--- config.mk ---
export PLATFORM = sky130hd
export DESIGN_NAME = adc_ctrl
export DESIGN_NICKNAME = d
export VERILOG_FILES = /design/src/rtl/adc_pkg.sv /design/src/rtl/adc_ctrl.sv
export SDC_FILE = /design/constraint.sdc
export NUM_CORES = 1
export LEC_CHECK = 0
export BUFFER_PORTS_ARGS = -buffer_cell sky130_fd_sc_hd__buf_2
export CORE_AREA = 8 8 45 47
export CTS_CLUSTER_DIAMETER = 100
export CTS_CLUSTER_SIZE = 8
export DETAILED_ROUTE_END_ITERATION = 16
export DIE_AREA = 0 0 53 55
export PLACE_DENSITY = 0.39
export REMOVE_ABC_BUFFERS = 1
export SYNTH_ARGS = -nofsm -noshare
export SYNTH_HDL_FRONTEND = slang
export SYNTH_SLANG_ARGS = --single-unit
--- constraint.sdc ---
create_clock -name clk_i -period 1.5 [get_ports clk_i]
set_input_delay 0 -clock clk_i [delete_from_list [all_inputs] [get_ports clk_i]]
set_output_delay 0 -clock clk_i [all_outputs]
set_load 0.05 [all_outputs]
--- src/rtl/adc_pkg.sv ---
// Shared types, codes and defaults for the adaptive decimating capture block.
package adc_pkg;

  localparam int unsigned RowsDefault  = 512;
  localparam int unsigned WavesDefault = 4;
  localparam int unsigned WordW        = 16;
  localparam int unsigned PeriodW      = 4;
  localparam int unsigned FillOutW     = 10;
  localparam int unsigned RowInW       = 9;
  localparam int unsigned ActW         = 2;
  localparam int unsigned CfgIdxW      = 1;
  localparam int unsigned CfgDataW     = 4;
  localparam int unsigned PortWords    = 4;

  localparam logic [PeriodW-1:0] FinalPeriodReset = 4'd6;
  localparam logic [PeriodW-1:0] PeriodMax        = 4'd15;
  localparam logic [PeriodW-1:0] PeriodStart      = 4'd1;

  // Item action codes
  typedef enum logic [ActW-1:0] {
    ActTick  = 2'd0,
    ActStart = 2'd1,
    ActStop  = 2'd2,
    ActRead  = 2'd3
  } action_e;

  // Configuration register indexes
  localparam logic [CfgIdxW-1:0] CfgCaptureEnable = 1'b0;
  localparam logic [CfgIdxW-1:0] CfgFinalPeriod   = 1'b1;

  // Controller to datapath commands
  typedef struct packed {
    logic capture;
    logic exec;
    logic compact_step;
    logic load_result;
  } adc_cmd_t;

  // Datapath to controller status
  typedef struct packed {
    logic compact_start;
    logic sweep_done;
  } adc_status_t;

endpackage

--- src/rtl/adc_ctrl.sv ---
// Controller state machine: item acceptance, sequencing and result hand-off.
module adc_ctrl (
  input  logic                 clk_i,
  input  logic                 rst_ni,
  input  logic                 in_valid_i,
  output logic                 in_stall_o,
  output logic                 out_valid_o,
  input  logic                 out_stall_i,
  input  adc_pkg::adc_status_t status_i,
  output adc_pkg::adc_cmd_t    cmd_o
);

  typedef enum logic [3:0] {
    StIdle    = 4'b0001,
    StExec    = 4'b0010,
    StCompact = 4'b0100,
    StFinish  = 4'b1000
  } state_e;

  state_e state_q, state_d;
  logic   out_valid_q, out_valid_d;

  // Next state and commands
  always_comb begin
    state_d     = state_q;
    cmd_o       = '0;
    out_valid_d = out_valid_q && out_stall_i;
    case (state_q)
      StIdle: begin
        if (in_valid_i) begin
          cmd_o.capture = 1'b1;
          state_d       = StExec;
        end
      end
      StExec: begin
        cmd_o.exec = 1'b1;
        state_d    = status_i.compact_start ? StCompact : StFinish;
      end
      StCompact: begin
        cmd_o.compact_step = 1'b1;
        if (status_i.sweep_done) begin
          state_d = StFinish;
        end
      end
      StFinish: begin
        // Hand the result over once the output register is free
        if (!out_valid_q || !out_stall_i) begin
          cmd_o.load_result = 1'b1;
          out_valid_d       = 1'b1;
          state_d           = StIdle;
        end
      end
      default: begin
        state_d = StIdle;
      end
    endcase
  end

  always_ff @(posedge clk_i or negedge rst_ni) begin
    if (!rst_ni) begin
      state_q     <= StIdle;
      out_valid_q <= 1'b0;
    end else begin
      state_q     <= state_d;
      out_valid_q <= out_valid_d;
    end
  end

  assign in_stall_o  = (state_q != StIdle);
  assign out_valid_o = out_valid_q;

endmodule

==> impl_metrics.json, run 1 <==
{
  "status": "finished, violations left",
  "failed_checks": "negative setup slack",
  "power.leakage_nw": 0.208,
  "layout.nets": 53,
  "ctsRootBufferMaster": "sky130_fd_sc_hd__clkbuf_4",
  "synth_cells": 26,
  "max_freq_mhz": 641,
  "worst-path-max-fanout": 4,
  "place_worst_setup_slack_ns": 0.0718,
  "clock_sink_count": 5,
  "syn-mean-instance-area_um2": 10.1,
  "dieWidth_um": 53,
  "critical_path.endpoint_type": "primary output",
  "rsz0062_at_grt": "yes",
  "worstSetupStartpointType": "register",
  "global_route_wire_length_before_repair_mm": 1.35,
  "hold_viol_final": 0,
  "synth.top_cell.area_share_pct": 38.1,
  "p_per_area_nw_per_um2": 1810,
  "post_route_non_filler_standard_cell_count": 62,
  "worst-r2r-cell-count": 4,
  "post-place-cells": 54,
  "dp.final_hpwl_um": 567,
  "synth.distinct_cells": 17,
  "drt_wl_total_um": 727,
  "drt-pass1-iter-count": 4,
  "detail_route.drc_violations": 0,
  "vias_per_cell": 4.42,
  "grt_start_max_net_pins": 8,
  "gr-total-overflow": 0,
  "max-clock-path-buffers": 2,
  "critical_path_class": "reg -> out",
  "seq_area_frac_synth_pct": 48.1,
  "drtAntennaViolNets": 0,
  "yosys.area_share.simple_pct": 30.5,
  "grt_antenna_before_repair": 0,
  "initial_utilization_pct": 19.0,
  "drive_above_1_share_pct": 45.7,
  "routabilityCongestion": 0.659,
  "final_core_utilization_pct": 31.0,
  "min_path_type": "in -> reg",
  "hp-start": "in_valid_i",
  "port_buffer_count": 11,
  "fill_cells": 155,
  "clkLatencyLatePin_ns": 0.24,
  "worst_r2r_startpoint": "state_q[2]$_DFFE_PN0P_",
  "period_minus_slack_ns": 1.56,
  "yosys-mux-area-fraction_pct": 0,
  "min_period_over_period_pct": 104,
  "cp_data_required_time_ns": 1.50,
  "timing.max_cap.violations": 0,
  "hold-path-endpoint": "state_q[1]$_DFFE_PN0P_",
  "report.final.slew_viol_count": 0,
  "path_clk_slew_ns": 0.05,
  "synth.area.top_cells": "sky130_fd_sc_hd__dfrtp_1 (38%), sky130_fd_sc_hd__dfstp_2 (10%), sky130_fd_sc_hd__nand2b_1 (7.1%)",
  "yosys_warnings": 0,
  "netlist.top_cell.by_area": "sky130_fd_sc_hd__dfrtp_1",
  "avgRoutedWirePerCell_um": 11.7,
  "die_h_um": 55,
  "synth_compound_gate_area_share_pct": 18.6,
  "antenna-diode-count": 0,
  "fp.dieArea_um2": 2920,
  "fin_worst_skew_ns": 0.00244,
  "synth_adder_area_share_pct": 0,
  "pnr_worst_setup_slack_ns": -0.0597,
  "route.vias.total": 274,
  "total_routing_resource_utilization_after_global_routing_pct": 6.80,
  "dr.first_iter.drc_count": 2,
  "synth-seq-cells": 5,
  "area_growth_pct": 63.3,
  "placement_rows": 14,
  "setup_viol_count_final": 3,
  "core_um2": 1380,
  "tritoncts": "done",
  "rrSetupSlack_ns": 0.19,
  "slew_headroom_pct": 82.3,
  "syn_area_um2": 263,
  "number_of_cts_inserted_buffers": 3,
  "num_io_pins": 12,
  "vdd_drop_max_mv": 0.691,
  "worst_slew_pin_slew_ns": 0.262,
  "hold-path-cell-count": 3,
  "cp.arrival_ns": 1.56,
  "largest_family_of_logic_cells_by_synthesized_area": "simple AND/OR/NAND/NOR gates",
  "vias_in_the_first_global_route": 301,
  "xor_xnor_portion_of_the_synthesized_cell_area_pct": 0,
  "worst_setup_path_startpoint": "state_q[2]$_DFFE_PN0P_",
  "h-tree-depth": 1,
  "crit_reg_reg_endpoint": "state_q[0]$_DFFE_PN1P_"
}
## power by group
part / internal (mW) / switching [mW] / total [mW]
logic: 0.159 / 0.253 / 0.412
clock network: 0.101 / 0.0560 / 0.157
registers: 0.176 / 0.0333 / 0.209
## sequential cells by signal (all words and copies together), names as in the netlist
| name | count |
|---|---|
| out_valid_o | 1 |
| state_q | 4 |
## through the flow
stage               hold slack (ns)  power, mW  area (um^2)  TNS [ns]
floorplan                    -0.296      0.483          263     -3.09
global placement             -0.175      0.566          345         0
detailed placement           -0.176      0.566          345         0
CTS                          0.0264      0.791          427    -0.113
global route                 0.0393      0.850          429    -0.307
finish                       0.0327      0.778          429   -0.0710
## worst max path at each step
| stage | end | slack, ns | depth (start not counted) |
|---|---|---|---|
| after floorplan | state_q[2]$_DFFE_PN0P_ | -1.06 | 2 |
| after global placement | cmd_o[3] | 0.09 | 3 |
| after detailed placement | cmd_o[3] | 0.07 | 3 |
| after CTS | cmd_o[3] | -0.07 | 4 |
| after global routing | cmd_o[3] | -0.15 | 4 |
| final | cmd_o[3] | -0.06 | 4 |
## layer usage
metal	share of wire (%)	vias up	wire [um]	GRT usage [%]
li1	-	134	-	-
met1	38	127	276	6.44
met2	47	13	345	9.77
met3	14	0	105	6.95
met4	0	0	0	2.59
met5	0	-	0	0
## cell usage in the layout (no fill, tap or decap), drive strengths merged, types with 2 or more instances in the layout
| master | instances |
|---|---|
| dfrtp | 4 |
| nand2b | 3 |
| clkbuf | 4 |
| dlygate4sd3 | 2 |
| o21ai | 2 |
| nand2 | 2 |
| buf | 14 |
| inv | 2 |
| nor2 | 3 |
## synth_stat cells, drive strengths merged
library cell  count
a211oi            1
a21oi             1
a22o              1
dfrtp             4
dfstp             1
inv               2
nand2             2
nand2b            3
nor2              3
nor3              1
nor4b             1
o21ai             2
o22a              1
o32ai             1
or3               1
or4b              1
## final cells by class
class | count | area [um^2] | area share, %
flip-flops and latches | 5 | 126 | 29.4
well taps | 16 | 20.0 | 4.66
multi-input cells | 19 | 133 | 30.9
inverters | 2 | 7.51 | 1.75
repair buffers | 16 | 116 | 27.1
clock buffers | 4 | 26.3 | 6.12
## cells by family after synthesis
kind of cell / after synthesis
AOI/OAI and AO/OA: 7
buffers and inverters: 2
DFF: 5
and+or+nand+nor: 12
## critical path: stages, from the launching register on
cell and delay, ns:
sky130_fd_sc_hd__dfrtp_1 0.40, sky130_fd_sc_hd__buf_6 0.13, sky130_fd_sc_hd__or4b_4 0.50, sky130_fd_sc_hd__nor2_4 0.13
sky130_fd_sc_hd__buf_8 0.15
## what timing repair did
action | CTS | global route
endpoints found under the hold margin | 6 | 0
setup endpoints to repair | 3 | 4
buffers inserted | 2 | 0
hold buffers | 2 | 0
resized for setup | 6 | 2
No activity file was read; power rests on OpenSTA's default activity.
==> run 2: changes to the inputs <==
ABC_AREA = 1   (was unset)
CTS_BUF_LIST = sky130_fd_sc_hd__clkbuf_16   (was unset)
PLACE_DENSITY = 0.42   (was 0.39)
SLEW_MARGIN = 20   (was unset)
==> run 2 against run 1 <==
Clock skew down 0.0019 ns. Global-route usage down 1.3 points. Sequential power rose by 3%. Cell count grew 21%. Largest power group is now clock. Sequential cell count unchanged. Routed wire length fell by 6.3%. Non-clock buffer count decreased by 4. Critical path depth up 1. Power grew 33%. Largest cell class is now sequential cells. Synthesized cell count up 65%. Sequential share of layout area shrank 2.0 points. The flow now finishes without violations. Die area did not move.
==> impl_metrics.json, run 2 <==
{
  "status": "complete, no violations",
  "holdWs_ns": 0.00594,
  "mostFrequentLayoutCells": "sky130_fd_sc_hd__inv_1 (13), sky130_fd_sc_hd__buf_2 (11), sky130_fd_sc_hd__nand2_1 (7)",
  "clock_sink_count": 5,
  "layout.nets": 66,
  "detail_route.drc_violations": 0,
  "comb_power_share_pct": 38.2,
  "synth.area.top_cells": "sky130_fd_sc_hd__dfrtp_1 (34%), sky130_fd_sc_hd__inv_1 (15%), sky130_fd_sc_hd__nand3_1 (10%)",
  "place_worst_setup_slack_ns": 0.353,
  "worst_slew_pin_slew_ns": 0.253,
  "pnr_worst_setup_slack_ns": 0.122,
  "p_per_area_nw_per_um2": 2240,
  "cts-hold-fix-buffers": 1,
  "vias_in_the_first_global_route": 274,
  "max_freq_mhz": 726,
  "rrSetupSlack_ns": 0.42,
  "min_period_over_period_pct": 91.9,
  "power_switching_mw": 0.407,
  "area_growth_pct": 55.3,
  "top_register": "state_q",
  "commonest_non_fill_non_tap_cell_in_the_layout": "sky130_fd_sc_hd__inv_1",
  "clkLatencyLatePin_ns": 0.22,
  "avgRoutedWirePerCell_um": 9.08,
  "yosys_warnings": 0,
  "number_of_cts_inserted_buffers": 3,
  "gr-total-overflow": 0,
  "core_um2": 1380,
  "worst-path-max-fanout": 4,
  "ctsRootBufferMaster": "sky130_fd_sc_hd__clkbuf_16",
  "synth.distinct_cells": 11,
  "setup_tns_ns": 0,
  "fin_worst_skew_ns": 0.000511,
  "synth.top_cell.area_share_pct": 33.8,
  "period_minus_slack_ns": 1.38,
  "max-clock-path-buffers": 2,
  "worst-r2r-cell-count": 5,
  "initial_utilization_pct": 21.4,
  "fp.dieArea_um2": 2920,
  "placement_rows": 14,
  "total_routing_resource_utilization_after_global_routing_pct": 5.49,
  "port_buffer_count": 11,
  "synth.most_common_cell": "sky130_fd_sc_hd__inv_1",
  "worst_setup_path_startpoint": "state_q[0]$_DFFE_PN1P_",
  "global_route_wire_length_before_repair_mm": 1.13,
  "cp.arrival_ns": 1.38,
  "cp_data_required_time_ns": 1.50,
  "ys_async_sr_fraction_pct": 100,
  "hold-path-endpoint": "out_valid_o$_DFF_PN0_",
  "netlist.top_cell.by_area": "sky130_fd_sc_hd__dfrtp_1",
  "num_io_pins": 12,
  "min_path_type": "in -> reg",
  "critical_path_class": "reg -> out",
  "dieWidth_um": 53,
  "dr.first_iter.drc_count": 8,
  "hp-start": "out_stall_i",
  "antenna-diode-count": 0,
  "share_clk_of_total_power_pct": 41.0,
  "dominantRegCellSynth": "sky130_fd_sc_hd__dfrtp_1",
  "power.leakage_nw": 0.305,
  "cts.repair_timing.setup_buffer_count": 0,
  "synth_edf_count": 0,
  "largest_register_ffs": 4,
  "critical_path.endpoint_type": "primary output",
  "drtAntennaViolNets": 0,
  "rsz0062_at_grt": "no",
  "fin_total_pwr_mw": 1.03,
  "syn-mean-instance-area_um2": 6.90,
  "dp.final_hpwl_um": 565,
  "routabilityCongestion": 0.715,
  "vdd_drop_max_mv": 1.36,
  "grt_start_max_net_pins": 6,
  "synth-seq-cells": 5,
  "h-tree-depth": 1,
  "drt_wl_total_um": 681,
  "internal_power_mw": 0.624,
  "report.final.slew_viol_count": 0,
  "vias_per_cell": 3.91,
  "seq_area_frac_synth_pct": 42.6,
  "hold_viol_final": 0,
  "crit_reg_reg_endpoint": "state_q[3]$_DFFE_PN0P_",
  "slew_headroom_pct": 83.2,
  "syn_area_um2": 297,
  "grt_antenna_before_repair": 0,
  "power.switching_fraction_pct": 39.5,
  "worst_r2r_startpoint": "state_q[0]$_DFFE_PN1P_",
  "share_seq_of_total_power_pct": 20.8,
  "setup_viol_count_final": 0,
  "ys_top_cells_by_count": "sky130_fd_sc_hd__inv_1 (12), sky130_fd_sc_hd__nand2_1 (7), sky130_fd_sc_hd__nand3_1 (6), sky130_fd_sc_hd__nor2_1 (6), sky130_fd_sc_hd__dfrtp_1 (4)",
  "synth_cells": 43,
  "path_clk_slew_ns": 0.03,
  "timing.max_cap.violations": 0,
  "tritoncts": "done",
  "hold-path-cell-count": 3,
  "drt-pass1-iter-count": 2,
  "worstSetupStartpointType": "register",
  "route.vias.total": 293,
  "cts_repair_resize_count": 0,
  "die_h_um": 55,
  "drive_above_1_share_pct": 33.9
}
run 2: worst max-delay path by stage:
stage | endpoint | slack (ns) | cells past startpoint
after floorplan | cmd_o[3] | -0.29 | 4
after global placement | cmd_o[3] | 0.35 | 5
after detailed placement | cmd_o[3] | 0.35 | 5
after CTS | cmd_o[3] | 0.11 | 5
after global routing | cmd_o[3] | 0.03 | 5
final | cmd_o[3] | 0.12 | 5
run 2: area by class of cell:
| class | instances | area (um^2) |
|---|---|---|
| clock buffers | 3 | 75.1 |
| clock inverters | 1 | 3.75 |
| fillers | 147 | 923 |
| inverters | 12 | 45.0 |
| multi-input cells | 26 | 125 |
| flip-flops and latches | 5 | 126 |
| well taps | 16 | 20.0 |
| repair buffers | 12 | 65.1 |
run 2: per-layer routing:
layer | vias up | global-route usage, % | routed length (um)
li1 | 161 | - | -
met1 | 124 | 6.47 | 339
met4 | 0 | 1.29 | 0
met2 | 8 | 7.62 | 286
met3 | 0 | 4.28 | 55
met5 | - | 0 | 0
run 2: logic make-up after synthesis:
group | synth area share [%]
compound gates | 7.17
simple gates | 35.0
buf+inv | 15.2
flops | 42.6
run 2: per-stage QoR:
stage / std cells / instance area, um^2 / util, %
after floorplan: 43 / 297 / -
after global placement: 70 / 372 / 26.9
after detailed placement: 70 / 372 / 26.9
after CTS: 75 / 460 / 33.3
after global routing: 75 / 460 / 33.3
final: 75 / 460 / 33.3
run 2: power groups by stage:
| stage | clock, mW | combinational (mW) | sequential [mW] |
|---|---|---|---|
| CTS | 0.431 | 0.403 | 0.216 |
| finish | 0.423 | 0.394 | 0.215 |
| global route | 0.438 | 0.433 | 0.224 |
| detailed placement | 0 | 0.398 | 0.217 |
| global placement | 0 | 0.400 | 0.216 |
| floorplan | 0 | 0.302 | 0.226 |
run 2: worst max-delay path, cell delays in order, from the launching register on:
cell	delay, ns
sky130_fd_sc_hd__dfstp_2	0.54
sky130_fd_sc_hd__inv_1	0.04
sky130_fd_sc_hd__nor2_1	0.11
sky130_fd_sc_hd__nand2_1	0.11
sky130_fd_sc_hd__nor2_1	0.09
sky130_fd_sc_hd__buf_2	0.26
